--- config.mk ---
export PLATFORM = sky130hd
export DESIGN_NAME = dual_beam_direction_counter
export DESIGN_NICKNAME = d
export VERILOG_FILES = /design/src/design/dbdc_pkg.sv /design/src/design/dual_beam_direction_counter.sv
export VERILOG_INCLUDE_DIRS = /design/src /design/src/design
export SDC_FILE = /design/constraint.sdc
export NUM_CORES = 2
export LEC_CHECK = 0
export BUFFER_PORTS_ARGS = -buffer_cell sky130_fd_sc_hd__buf_2
export CELL_PAD_IN_SITES_DETAIL_PLACEMENT = 1
export CELL_PAD_IN_SITES_GLOBAL_PLACEMENT = 1
export CORE_MARGIN = 2
export CORE_UTILIZATION = 25
export CTS_BUF_LIST = sky130_fd_sc_hd__clkbuf_4 sky130_fd_sc_hd__clkbuf_8 sky130_fd_sc_hd__clkbuf_16
export DETAILED_ROUTE_END_ITERATION = 7
export GPL_TIMING_DRIVEN = 0
export PLACE_DENSITY_LB_ADDON = 0.1
export SYNTH_ARGS = -nofsm -noshare
export SYNTH_HDL_FRONTEND = slang
export SYNTH_SLANG_ARGS = --single-unit
--- constraint.sdc ---
create_clock -name i_clk -period 51.1 [get_ports i_clk]
set_input_delay 5.11 -clock i_clk [delete_from_list [all_inputs] [get_ports i_clk]]
set_output_delay 5.11 -clock i_clk [all_outputs]
set_load 0.02 [all_outputs]
--- src/design/dual_beam_direction_counter_defines.svh ---
// ----------------------------------------------------------------------------
// Dual-beam direction counter assertion macros
// Assertion wrappers for the RTL. Defining NO_ASSERTIONS removes them.
// ----------------------------------------------------------------------------
`ifndef DUAL_BEAM_DIRECTION_COUNTER_DEFINES_SVH
`define DUAL_BEAM_DIRECTION_COUNTER_DEFINES_SVH

`ifndef NO_ASSERTIONS

// The consequent must hold in the same cycle as the antecedent.
`define DBDC_ASSERT_NOW(lbl, ante, cons, msg) \
    lbl: assert property (@(posedge i_clk) disable iff (!i_rst_n) (ante) |-> (cons)) \
        else $error(msg);

// The consequent must hold in the cycle after the antecedent.
`define DBDC_ASSERT_NXT(lbl, ante, cons, msg) \
    lbl: assert property (@(posedge i_clk) disable iff (!i_rst_n) (ante) |=> (cons)) \
        else $error(msg);

`else

`define DBDC_ASSERT_NOW(lbl, ante, cons, msg)
`define DBDC_ASSERT_NXT(lbl, ante, cons, msg)

`endif

`endif

--- src/design/dbdc_pkg.sv ---
// ----------------------------------------------------------------------------
// Dual-beam direction counter package
// Widths, defaults, register indexes, direction codes and the direction table.
// ----------------------------------------------------------------------------
package dbdc_pkg;

    // Default geometry.
    localparam int PATHS_DEF  = 8;
    localparam int BOARDS_DEF = 8;

    // Field widths.
    localparam int BOARD_W    = 3;
    localparam int SENSOR_W   = 8;
    localparam int TIME_W     = 32;
    localparam int TIMEOUT_W  = 20;
    localparam int CNT_OUT_W  = 4;
    localparam int TOTAL_W    = 32;
    localparam int CFG_IDX_W  = 1;
    localparam int CFG_DATA_W = 32;

    // Register reset values.
    localparam logic [TIMEOUT_W-1:0] TIMEOUT_RESET    = 20'd5000;
    localparam logic [TIME_W-1:0]    START_TIME_RESET = 32'd0;

    // Saturation limit of the per-transaction counts.
    localparam logic [CNT_OUT_W-1:0] CNT_OUT_MAX = 4'd15;

    // Configuration register indexes.
    typedef enum logic [CFG_IDX_W-1:0] {
        CFG_TIMEOUT_MS = 1'b0,
        CFG_START_TIME = 1'b1
    } t_cfg_idx;

    // Direction status of one path.
    typedef enum logic [1:0] {
        DIR_IDLE = 2'd0,
        DIR_OUT  = 2'd1,
        DIR_IN   = 2'd2
    } t_dir;

    // Result of one table lookup.
    typedef struct packed {
        t_dir dir;
        logic ent;
        logic ext;
    } t_step;

    // Direction table. The unused code behaves like going in.
    function automatic t_step f_step(input logic bi, input logic bo, input logic [1:0] d);
        t_step s;
        logic  is_in;
        is_in = (d != DIR_IDLE) && (d != DIR_OUT);
        s.ent = 1'b0;
        s.ext = 1'b0;
        s.dir = DIR_IDLE;
        unique case ({bi, bo})
            2'b10: begin
                if (is_in) begin
                    s.dir = DIR_IDLE;
                    s.ent = 1'b1;
                end else begin
                    s.dir = DIR_OUT;
                end
            end
            2'b01: begin
                if (d == DIR_OUT) begin
                    s.dir = DIR_IDLE;
                    s.ext = 1'b1;
                end else begin
                    s.dir = DIR_IN;
                end
            end
            2'b11: begin
                if (is_in) begin
                    s.dir = DIR_IN;
                    s.ent = 1'b1;
                end else begin
                    s.dir = DIR_OUT;
                    s.ext = 1'b1;
                end
            end
            default: begin
                // No beam: the caller keeps the stored direction.
                s.dir = t_dir'(d);
            end
        endcase
        return s;
    endfunction

endpackage

--- src/design/dual_beam_direction_counter.sv ---
// ----------------------------------------------------------------------------
// Dual-beam direction counter
// A transaction passes stage 1, stage 2, stage 3 and the output register.
// Throughput: one transaction per cycle while the output is not held back;
// one board row is read and written back per cycle, with forwarding between
// back-to-back rows of one board. Reset (synchronous, active low) clears all
// paths with per-board valid bits; no clearing pass is needed.
// ----------------------------------------------------------------------------
`include "dual_beam_direction_counter_defines.svh"

module dual_beam_direction_counter #(
    parameter int PATHS  = dbdc_pkg::PATHS_DEF,
    parameter int BOARDS = dbdc_pkg::BOARDS_DEF
) (
    input  logic                                i_clk,
    input  logic                                i_rst_n,
    // Configuration port
    input  logic                                i_cfg_we,
    input  logic [dbdc_pkg::CFG_IDX_W-1:0]      i_cfg_index,
    input  logic [dbdc_pkg::CFG_DATA_W-1:0]     i_cfg_data,
    // Input channel
    input  logic                                i_in_valid,
    output logic                                o_in_stall,
    input  logic [dbdc_pkg::BOARD_W-1:0]        i_board_index,
    input  logic [dbdc_pkg::SENSOR_W-1:0]       i_inside_sensors,
    input  logic [dbdc_pkg::SENSOR_W-1:0]       i_outside_sensors,
    input  logic [dbdc_pkg::TIME_W-1:0]         i_event_time,
    // Output channel
    output logic                                o_out_valid,
    input  logic                                i_out_stall,
    output logic [dbdc_pkg::CNT_OUT_W-1:0]      o_entries,
    output logic [dbdc_pkg::CNT_OUT_W-1:0]      o_exits,
    output logic [dbdc_pkg::CNT_OUT_W-1:0]      o_stale_paths,
    output logic [dbdc_pkg::TOTAL_W-1:0]        o_total_entries,
    output logic [dbdc_pkg::TOTAL_W-1:0]        o_total_exits,
    output logic [dbdc_pkg::TOTAL_W-1:0]        o_total_stale
);
    import dbdc_pkg::*;

    localparam int ADDR_W = (BOARDS > 1) ? $clog2(BOARDS) : 1;
    localparam int IDX_W  = (ADDR_W > BOARD_W) ? ADDR_W : BOARD_W;
    localparam int CNT_W  = $clog2(PATHS + 1);

    // Board rows: per board, one word holds all path directions and one all times.
    logic [PATHS-1:0][1:0]        r_dir_mem  [BOARDS];
    logic [PATHS-1:0][TIME_W-1:0] r_time_mem [BOARDS];

    // Row valid bits: directions are cleared by reset, times also by a
    // start time write.
    logic [BOARDS-1:0]            r_dir_ok;
    logic [BOARDS-1:0]            r_time_ok;

    // Configuration registers.
    logic [TIMEOUT_W-1:0]         r_timeout_ms;
    logic [TIME_W-1:0]            r_start_time;

    // Input mapping.
    logic                         w_advance;
    logic                         w_accept;
    logic                         w_in_range;
    logic [IDX_W-1:0]             w_board_ext;
    logic [ADDR_W-1:0]            w_addr;
    logic [PATHS-1:0]             w_bi;
    logic [PATHS-1:0]             w_bo;

    // Stage 1: row read.
    logic                         r_s1_valid;
    logic                         r_s1_in_range;
    logic                         r_s1_fwd;
    logic [ADDR_W-1:0]            r_s1_addr;
    logic [PATHS-1:0]             r_s1_bi;
    logic [PATHS-1:0]             r_s1_bo;
    logic [TIME_W-1:0]            r_s1_time;
    logic [PATHS-1:0][1:0]        r_rd_dir;
    logic [PATHS-1:0][TIME_W-1:0] r_rd_time;

    // Stage 1: row update.
    logic [PATHS-1:0][1:0]        w_cur_dir;
    logic [PATHS-1:0][TIME_W-1:0] w_cur_time;
    logic [PATHS-1:0][TIME_W-1:0] w_gap;
    logic [PATHS-1:0]             w_trig;
    logic [PATHS-1:0]             w_stale;
    t_step                        w_step [PATHS];
    logic [PATHS-1:0][1:0]        w_new_dir;
    logic [PATHS-1:0][TIME_W-1:0] w_new_time;
    logic [PATHS-1:0]             w_ent;
    logic [PATHS-1:0]             w_ext;
    logic [PATHS-1:0]             w_stl;
    logic                         w_mem_we;

    // Stage 2: updated row and event flags.
    logic                         r_s2_valid;
    logic [PATHS-1:0][1:0]        r_s2_dir;
    logic [PATHS-1:0][TIME_W-1:0] r_s2_time;
    logic [PATHS-1:0]             r_s2_ent;
    logic [PATHS-1:0]             r_s2_ext;
    logic [PATHS-1:0]             r_s2_stl;

    // Stage 3: counts.
    logic                         r_s3_valid;
    logic [CNT_W-1:0]             r_s3_ent;
    logic [CNT_W-1:0]             r_s3_ext;
    logic [CNT_W-1:0]             r_s3_stl;

    // Output register and running totals.
    logic                         r_out_valid;
    logic [CNT_OUT_W-1:0]         r_out_entries;
    logic [CNT_OUT_W-1:0]         r_out_exits;
    logic [CNT_OUT_W-1:0]         r_out_stale;
    logic [TOTAL_W-1:0]           r_total_entries;
    logic [TOTAL_W-1:0]           r_total_exits;
    logic [TOTAL_W-1:0]           r_total_stale;

    // The whole pipeline moves unless a finished result is held back.
    assign w_advance  = !r_out_valid || !i_out_stall;
    assign w_accept   = i_in_valid && w_advance;
    assign o_in_stall = !w_advance;

    // Board address and range check.
    assign w_board_ext = IDX_W'(i_board_index);
    assign w_addr      = w_board_ext[ADDR_W-1:0];
    assign w_in_range  = (32'(i_board_index) < 32'(BOARDS));

    // Beam bits per path; outside bits run in reverse path order.
    for (genvar k = 0; k < PATHS; k++) begin : g_map
        if (k < SENSOR_W) begin : g_in
            assign w_bi[k] = i_inside_sensors[k];
        end else begin : g_in_none
            assign w_bi[k] = 1'b0;
        end
        if (PATHS - 1 - k < SENSOR_W) begin : g_out
            assign w_bo[k] = i_outside_sensors[PATHS-1-k];
        end else begin : g_out_none
            assign w_bo[k] = 1'b0;
        end
    end

    // Configuration registers.
    always_ff @(posedge i_clk) begin
        if (!i_rst_n) begin
            r_timeout_ms <= TIMEOUT_RESET;
            r_start_time <= START_TIME_RESET;
        end else if (i_cfg_we) begin
            unique case (t_cfg_idx'(i_cfg_index))
                CFG_TIMEOUT_MS: r_timeout_ms <= i_cfg_data[TIMEOUT_W-1:0];
                CFG_START_TIME: r_start_time <= i_cfg_data[TIME_W-1:0];
            endcase
        end
    end

    // Row memories: synchronous read at accept, write-back from stage 1.
    always_ff @(posedge i_clk) begin
        if (w_accept) begin
            r_rd_dir  <= r_dir_mem[w_addr];
            r_rd_time <= r_time_mem[w_addr];
        end
        if (w_mem_we) begin
            r_dir_mem[r_s1_addr]  <= w_new_dir;
            r_time_mem[r_s1_addr] <= w_new_time;
        end
    end

    // Row valid bits.
    always_ff @(posedge i_clk) begin
        if (!i_rst_n) begin
            r_dir_ok  <= '0;
            r_time_ok <= '0;
        end else begin
            if (w_mem_we) begin
                r_dir_ok[r_s1_addr]  <= 1'b1;
                r_time_ok[r_s1_addr] <= 1'b1;
            end
            if (i_cfg_we && (t_cfg_idx'(i_cfg_index) == CFG_START_TIME)) begin
                r_time_ok <= '0;
            end
        end
    end

    // Stage 1 control. Forwarding is chosen when the row still being
    // written back belongs to the same board.
    always_ff @(posedge i_clk) begin
        if (!i_rst_n) begin
            r_s1_valid <= 1'b0;
            r_s1_fwd   <= 1'b0;
        end else if (w_advance) begin
            r_s1_valid <= w_accept;
            r_s1_fwd   <= r_s1_valid && r_s1_in_range && (r_s1_addr == w_addr);
        end
    end

    // Stage 1 payload.
    always_ff @(posedge i_clk) begin
        if (w_advance) begin
            r_s1_in_range <= w_in_range;
            r_s1_addr     <= w_addr;
            r_s1_bi       <= w_bi;
            r_s1_bo       <= w_bo;
            r_s1_time     <= i_event_time;
        end
    end

    // Stage 1 update of every path of the row, side by side.
    always_comb begin
        for (int k = 0; k < PATHS; k++) begin
            if (r_s1_fwd) begin
                w_cur_dir[k]  = r_s2_dir[k];
                w_cur_time[k] = r_s2_time[k];
            end else begin
                w_cur_dir[k]  = r_dir_ok[r_s1_addr] ? r_rd_dir[k] : DIR_IDLE;
                w_cur_time[k] = r_time_ok[r_s1_addr] ? r_rd_time[k] : r_start_time;
            end
            w_trig[k]  = r_s1_bi[k] || r_s1_bo[k];
            w_gap[k]   = r_s1_time - w_cur_time[k];
            w_stale[k] = w_trig[k] && (w_gap[k] > TIME_W'(r_timeout_ms));
            w_step[k]  = f_step(r_s1_bi[k], r_s1_bo[k],
                                w_stale[k] ? DIR_IDLE : w_cur_dir[k]);
            w_new_dir[k]  = w_trig[k] ? w_step[k].dir : w_cur_dir[k];
            w_new_time[k] = w_trig[k] ? r_s1_time : w_cur_time[k];
            w_ent[k] = r_s1_in_range && w_trig[k] && w_step[k].ent;
            w_ext[k] = r_s1_in_range && w_trig[k] && w_step[k].ext;
            w_stl[k] = r_s1_in_range && w_stale[k];
        end
    end

    assign w_mem_we = w_advance && r_s1_valid && r_s1_in_range;

    // Stage 2 registers.
    always_ff @(posedge i_clk) begin
        if (!i_rst_n) begin
            r_s2_valid <= 1'b0;
        end else if (w_advance) begin
            r_s2_valid <= r_s1_valid;
        end
    end

    always_ff @(posedge i_clk) begin
        if (w_advance) begin
            r_s2_dir  <= w_new_dir;
            r_s2_time <= w_new_time;
            r_s2_ent  <= w_ent;
            r_s2_ext  <= w_ext;
            r_s2_stl  <= w_stl;
        end
    end

    // Stage 3: count the flags of the transaction.
    always_ff @(posedge i_clk) begin
        if (!i_rst_n) begin
            r_s3_valid <= 1'b0;
        end else if (w_advance) begin
            r_s3_valid <= r_s2_valid;
        end
    end

    always_ff @(posedge i_clk) begin
        if (w_advance) begin
            r_s3_ent <= CNT_W'($countones(r_s2_ent));
            r_s3_ext <= CNT_W'($countones(r_s2_ext));
            r_s3_stl <= CNT_W'($countones(r_s2_stl));
        end
    end

    // Output register and running totals.
    always_ff @(posedge i_clk) begin
        if (!i_rst_n) begin
            r_out_valid     <= 1'b0;
            r_total_entries <= '0;
            r_total_exits   <= '0;
            r_total_stale   <= '0;
        end else if (w_advance) begin
            r_out_valid <= r_s3_valid;
            if (r_s3_valid) begin
                r_total_entries <= r_total_entries + TOTAL_W'(r_s3_ent);
                r_total_exits   <= r_total_exits + TOTAL_W'(r_s3_ext);
                r_total_stale   <= r_total_stale + TOTAL_W'(r_s3_stl);
            end
        end
    end

    always_ff @(posedge i_clk) begin
        if (w_advance) begin
            r_out_entries <= (32'(r_s3_ent) > 32'(CNT_OUT_MAX)) ? CNT_OUT_MAX
                                                                : CNT_OUT_W'(r_s3_ent);
            r_out_exits   <= (32'(r_s3_ext) > 32'(CNT_OUT_MAX)) ? CNT_OUT_MAX
                                                                : CNT_OUT_W'(r_s3_ext);
            r_out_stale   <= (32'(r_s3_stl) > 32'(CNT_OUT_MAX)) ? CNT_OUT_MAX
                                                                : CNT_OUT_W'(r_s3_stl);
        end
    end

    assign o_out_valid     = r_out_valid;
    assign o_entries       = r_out_entries;
    assign o_exits         = r_out_exits;
    assign o_stale_paths   = r_out_stale;
    assign o_total_entries = r_total_entries;
    assign o_total_exits   = r_total_exits;
    assign o_total_stale   = r_total_stale;

    // A row never has valid times without valid directions.
    `DBDC_ASSERT_NOW(a_time_ok_subset, 1'b1, (r_time_ok & ~r_dir_ok) == '0, "time valid without direction valid")

    // A written row is marked valid on the next cycle.
    `DBDC_ASSERT_NXT(a_row_valid_after_write, w_mem_we, r_dir_ok[$past(r_s1_addr)], "written row not valid")

    // The entry total only moves when a counted transaction leaves stage 3.
    `DBDC_ASSERT_NOW(a_totals_move, r_total_entries != $past(r_total_entries), $past(w_advance && r_s3_valid), "entry total changed without a transaction")

    // Each path yields at most one entry or exit per transaction.
    `DBDC_ASSERT_NOW(a_count_bound, o_out_valid, (32'(o_entries) + 32'(o_exits)) <= 32'(PATHS), "more entries and exits than paths")

endmodule

==> reports/results.txt <==
clk buf depth -> 4
Root Buffer -> clkbuf_16
crit end category -> register
Post-Syn Instances -> 9243
Synth Flop Type -> edfxtp_1
area of the multi-input gates -> 45900 sq um
register area share after synthesis -> 64.5%
Fin Setup TNS -> 0 ns
Static Leak -> 56.3 nW
Switching Fraction -> 26.9%
PD cells -> 37.9 nW/um^2
post-CTS sizing -> 0
Max Freq -> 72.8 MHz
DRT Pass-1 Iters -> 6
Crit. Startpoint -> r_s1_fwd
minimum setup slack among reg-to-reg paths -> 37.35 ns
IO buf count -> 197
most numerous cell on the critical path -> clkbuf_1
worst hold slack -> 0.463 ns
reg-to-reg critical path startpoint -> r_s1_fwd
Tmin final -> 13.75 ns
final core occ -> 30.4%
Row Count -> 271
Routed Antenna Nets -> 0
via count -> 90732
Inst Count DP -> 17000
CTS tree -> built
most common cell after layout, fill and taps aside -> edfxtp_1
wire length after detailed routing -> 620000 um
post-route setup slack -> 37.35 ns
Die ar. -> 552000 sq um
via/cell ratio -> 5.12
Die W -> 743 um
hold_sp -> r_start_time[19]
Yosys cell types -> 107
commonest cells after routing, fill and taps aside -> edfxtp_1, a21oi_1, nand2_1
Avg Cell Area, Syn -> 14.8 sq um
register share of total power -> 45.0%
CP Max Fanout -> 10
Synth Warn # -> 0
share of the synthesized area in the top cell type -> 62.0%
worst slew pin tran -> 1.58 ns
pre-CTS setup slack -> 37.42 ns
Num CTS Buffers -> 357
asr flop ratio synth -> 0%
RD Place Congestion -> 0.855
CP Launch Type -> register
register area -> 88000 sq um
drt wl/cell -> 34.9 um
Setup CP Type -> register to register
switching power -> 1.68 mW
clock network fraction of total power -> 41.9%
# hold bufs at CTS -> 0
Die Span Y -> 743 um
post-DP HPWL -> 461000 um
initial antenna violation count -> 133
global-route wire length before repair -> 830000 um
final-report max-slew violation count -> 26
postcts setup bufs -> 0
Pint -> 4.58 mW
CP max-delay cell -> clkbuf_1
Slew HR -> -5.10%
RSZ-0062 raised after global routing -> false
largest net degree at the start of global routing -> 53
clock skew -> 0.0666 ns
clock sink count -> 2988
area leader, netlist -> edfxtp_1
Post-Layout Cell Count -> 17732
number of H-tree levels -> 5
CP peak stage delay -> 1.12 ns
outcome -> finished, violations left
Reg clk slew, reported paths -> 0.06 ns
Ports -> 199
top post-synthesis cells by area -> edfxtp_1, mux4_2, ha_1
DRT iter0 DRCs -> 9445
Max VDD drop -> 0.0000257 V
min-delay worst type -> register to register
drt drc -> 0
violated checks -> max-capacitance violations, max-slew violations
vias in the first global route -> 93449
Post-synth EDFFs -> 2819
area delta synth->final -> 21.1%
Critical Path AT -> 14.47 ns
final period utilization -> 26.9%
max_cap viols -> 4
fraction of layout cells with a size suffix above 1 -> 20.9%
Initial Utilization -> 25.1%
Combinational Power Share -> 13.1%
Worst Path Required -> 51.83 ns
Synth Cell Area -> 136000 sq um
Fillers -> 57032
Final nets -> 10649
Fin. Hold Viols -> 0
synthesized flop and latch total -> 2988
Total GRT Usage -> 22.0%
Core Area -> 544000 sq um
Post-Syn Nets -> 9760
grt total ovfl -> 0
clk_lat worst skew -> 1.01 ns
final setup fails -> 0
layout make-up:
cell class	count	share of cell area, %
clock buffers	442	5.86
multi-input cells	5552	27.8
well taps	7234	5.48
repair buffers	530	4.41
inverters	172	0.391
plain buffers	531	1.34
flip-flops and latches	2988	53.3
diodes	69	0.104
clock inverters	214	1.39
power by group through the flow:
stage / Clock, mW / Sequential (mW) / Combinational, mW
2_1_floorplan: 0 / 2.87 / 0.449
3_3_place_gp: 0 / 2.94 / 0.746
3_5_place_dp: 0 / 2.87 / 0.814
4_1_cts: 2.69 / 2.82 / 0.818
5_1_grt: 2.77 / 2.82 / 0.881
6_report: 2.63 / 2.82 / 0.821
logic make-up (layout without fill, tap and decap cells):
| group | Yosys count | count (layout) | share of synthesized area [%] |
|---|---|---|---|
| compound gates | 2085 | 2085 | 9.53 |
| xor+xnor | 284 | 284 | 1.82 |
| fa+ha+maj | 430 | 430 | 4.02 |
| buf+inv | 703 | 1889 | 1.97 |
| flops | 2988 | 2988 | 64.5 |
| mux | 849 | 849 | 11.5 |
| other cells | 0 | 69 | 0 |
| simple gates | 1904 | 1904 | 6.66 |
cell usage after synthesis, types with 13 or more instances:
master    count
a221oi_1     17
inv_1       172
mux2i_1      16
o21ai_0     464
xor2_1       87
or2_2        23
o31ai_1      40
mux2_2      288
nand4_1     138
a31o_2       13
or3_1        40
nand2b_1     60
a21oi_1     771
o21a_1       49
a211oi_1     33
o211ai_1     34
a21boi_0     84
a41oi_1      18
a21o_1      210
dfxtp_1     169
fa_1         15
and3_1       67
nor2_1      470
buf_1       114
nand2_1     657
nor3_1       66
o21bai_1     70
o31a_1       13
ha_1        413
edfxtp_1   2819
mux4_2      544
and4_1       18
and2_1      141
a31oi_1      53
a311oi_1     13
nor2b_1      41
clkbuf_1    403
nand3_1      99
a22oi_1      15
xnor2_1     197
nor4_1       29
per-stage QoR:
step / power [mW] / area (sq um)
after global placement: 3.68 / 146000
after floorplan: 3.32 / 136000
after global routing: 6.48 / 165000
after CTS: 6.33 / 165000
final: 6.27 / 165000
after detailed placement: 3.68 / 153000
state kept, by name, indices dropped and copies added (netlist names), 16 cells and up:
name,count
o_total_entries,32
o_total_exits,32
o_total_stale,32
r_dir_mem,128
r_rd_dir,16
r_rd_time,256
r_s1_time,32
r_s2_dir,16
r_s2_time,256
r_start_time,32
r_time_mem,2048
r_timeout_ms,20
critical path, delay by kind of cell (launching register included):
family,cells,cell delay (ns)
AO/OA/AOI/OAI,8,1.70
XOR/XNOR,1,0.18
adder cells (fa/ha/maj),2,0.56
buffers and inverters,8,6.02
flip-flops,1,0.37
AND/OR/NAND/NOR,10,4.45
worst paths after layout:
kind	to	depth (start not counted)
worst min register to register	r_start_time[19]	2
worst max register to register	r_dir_mem[1][8]	29
worst min-delay path	r_start_time[19]	2
worst max-delay path	r_dir_mem[1][8]	29
layer usage:
metal | part of all wire (%) | routed length (um) | vias to the layer above | global-route usage (%)
met2 | 46 | 282000 | 3225 | 34.5
met4 | 3.8 | 23700 | 32 | 8.41
li1 | - | - | 38123 | -
met3 | 7.0 | 43500 | 711 | 4.23
met1 | 44 | 270000 | 48641 | 30.0
met5 | 0.083 | 515 | - | 0
No activity file was read; power rests on OpenSTA's default activity.
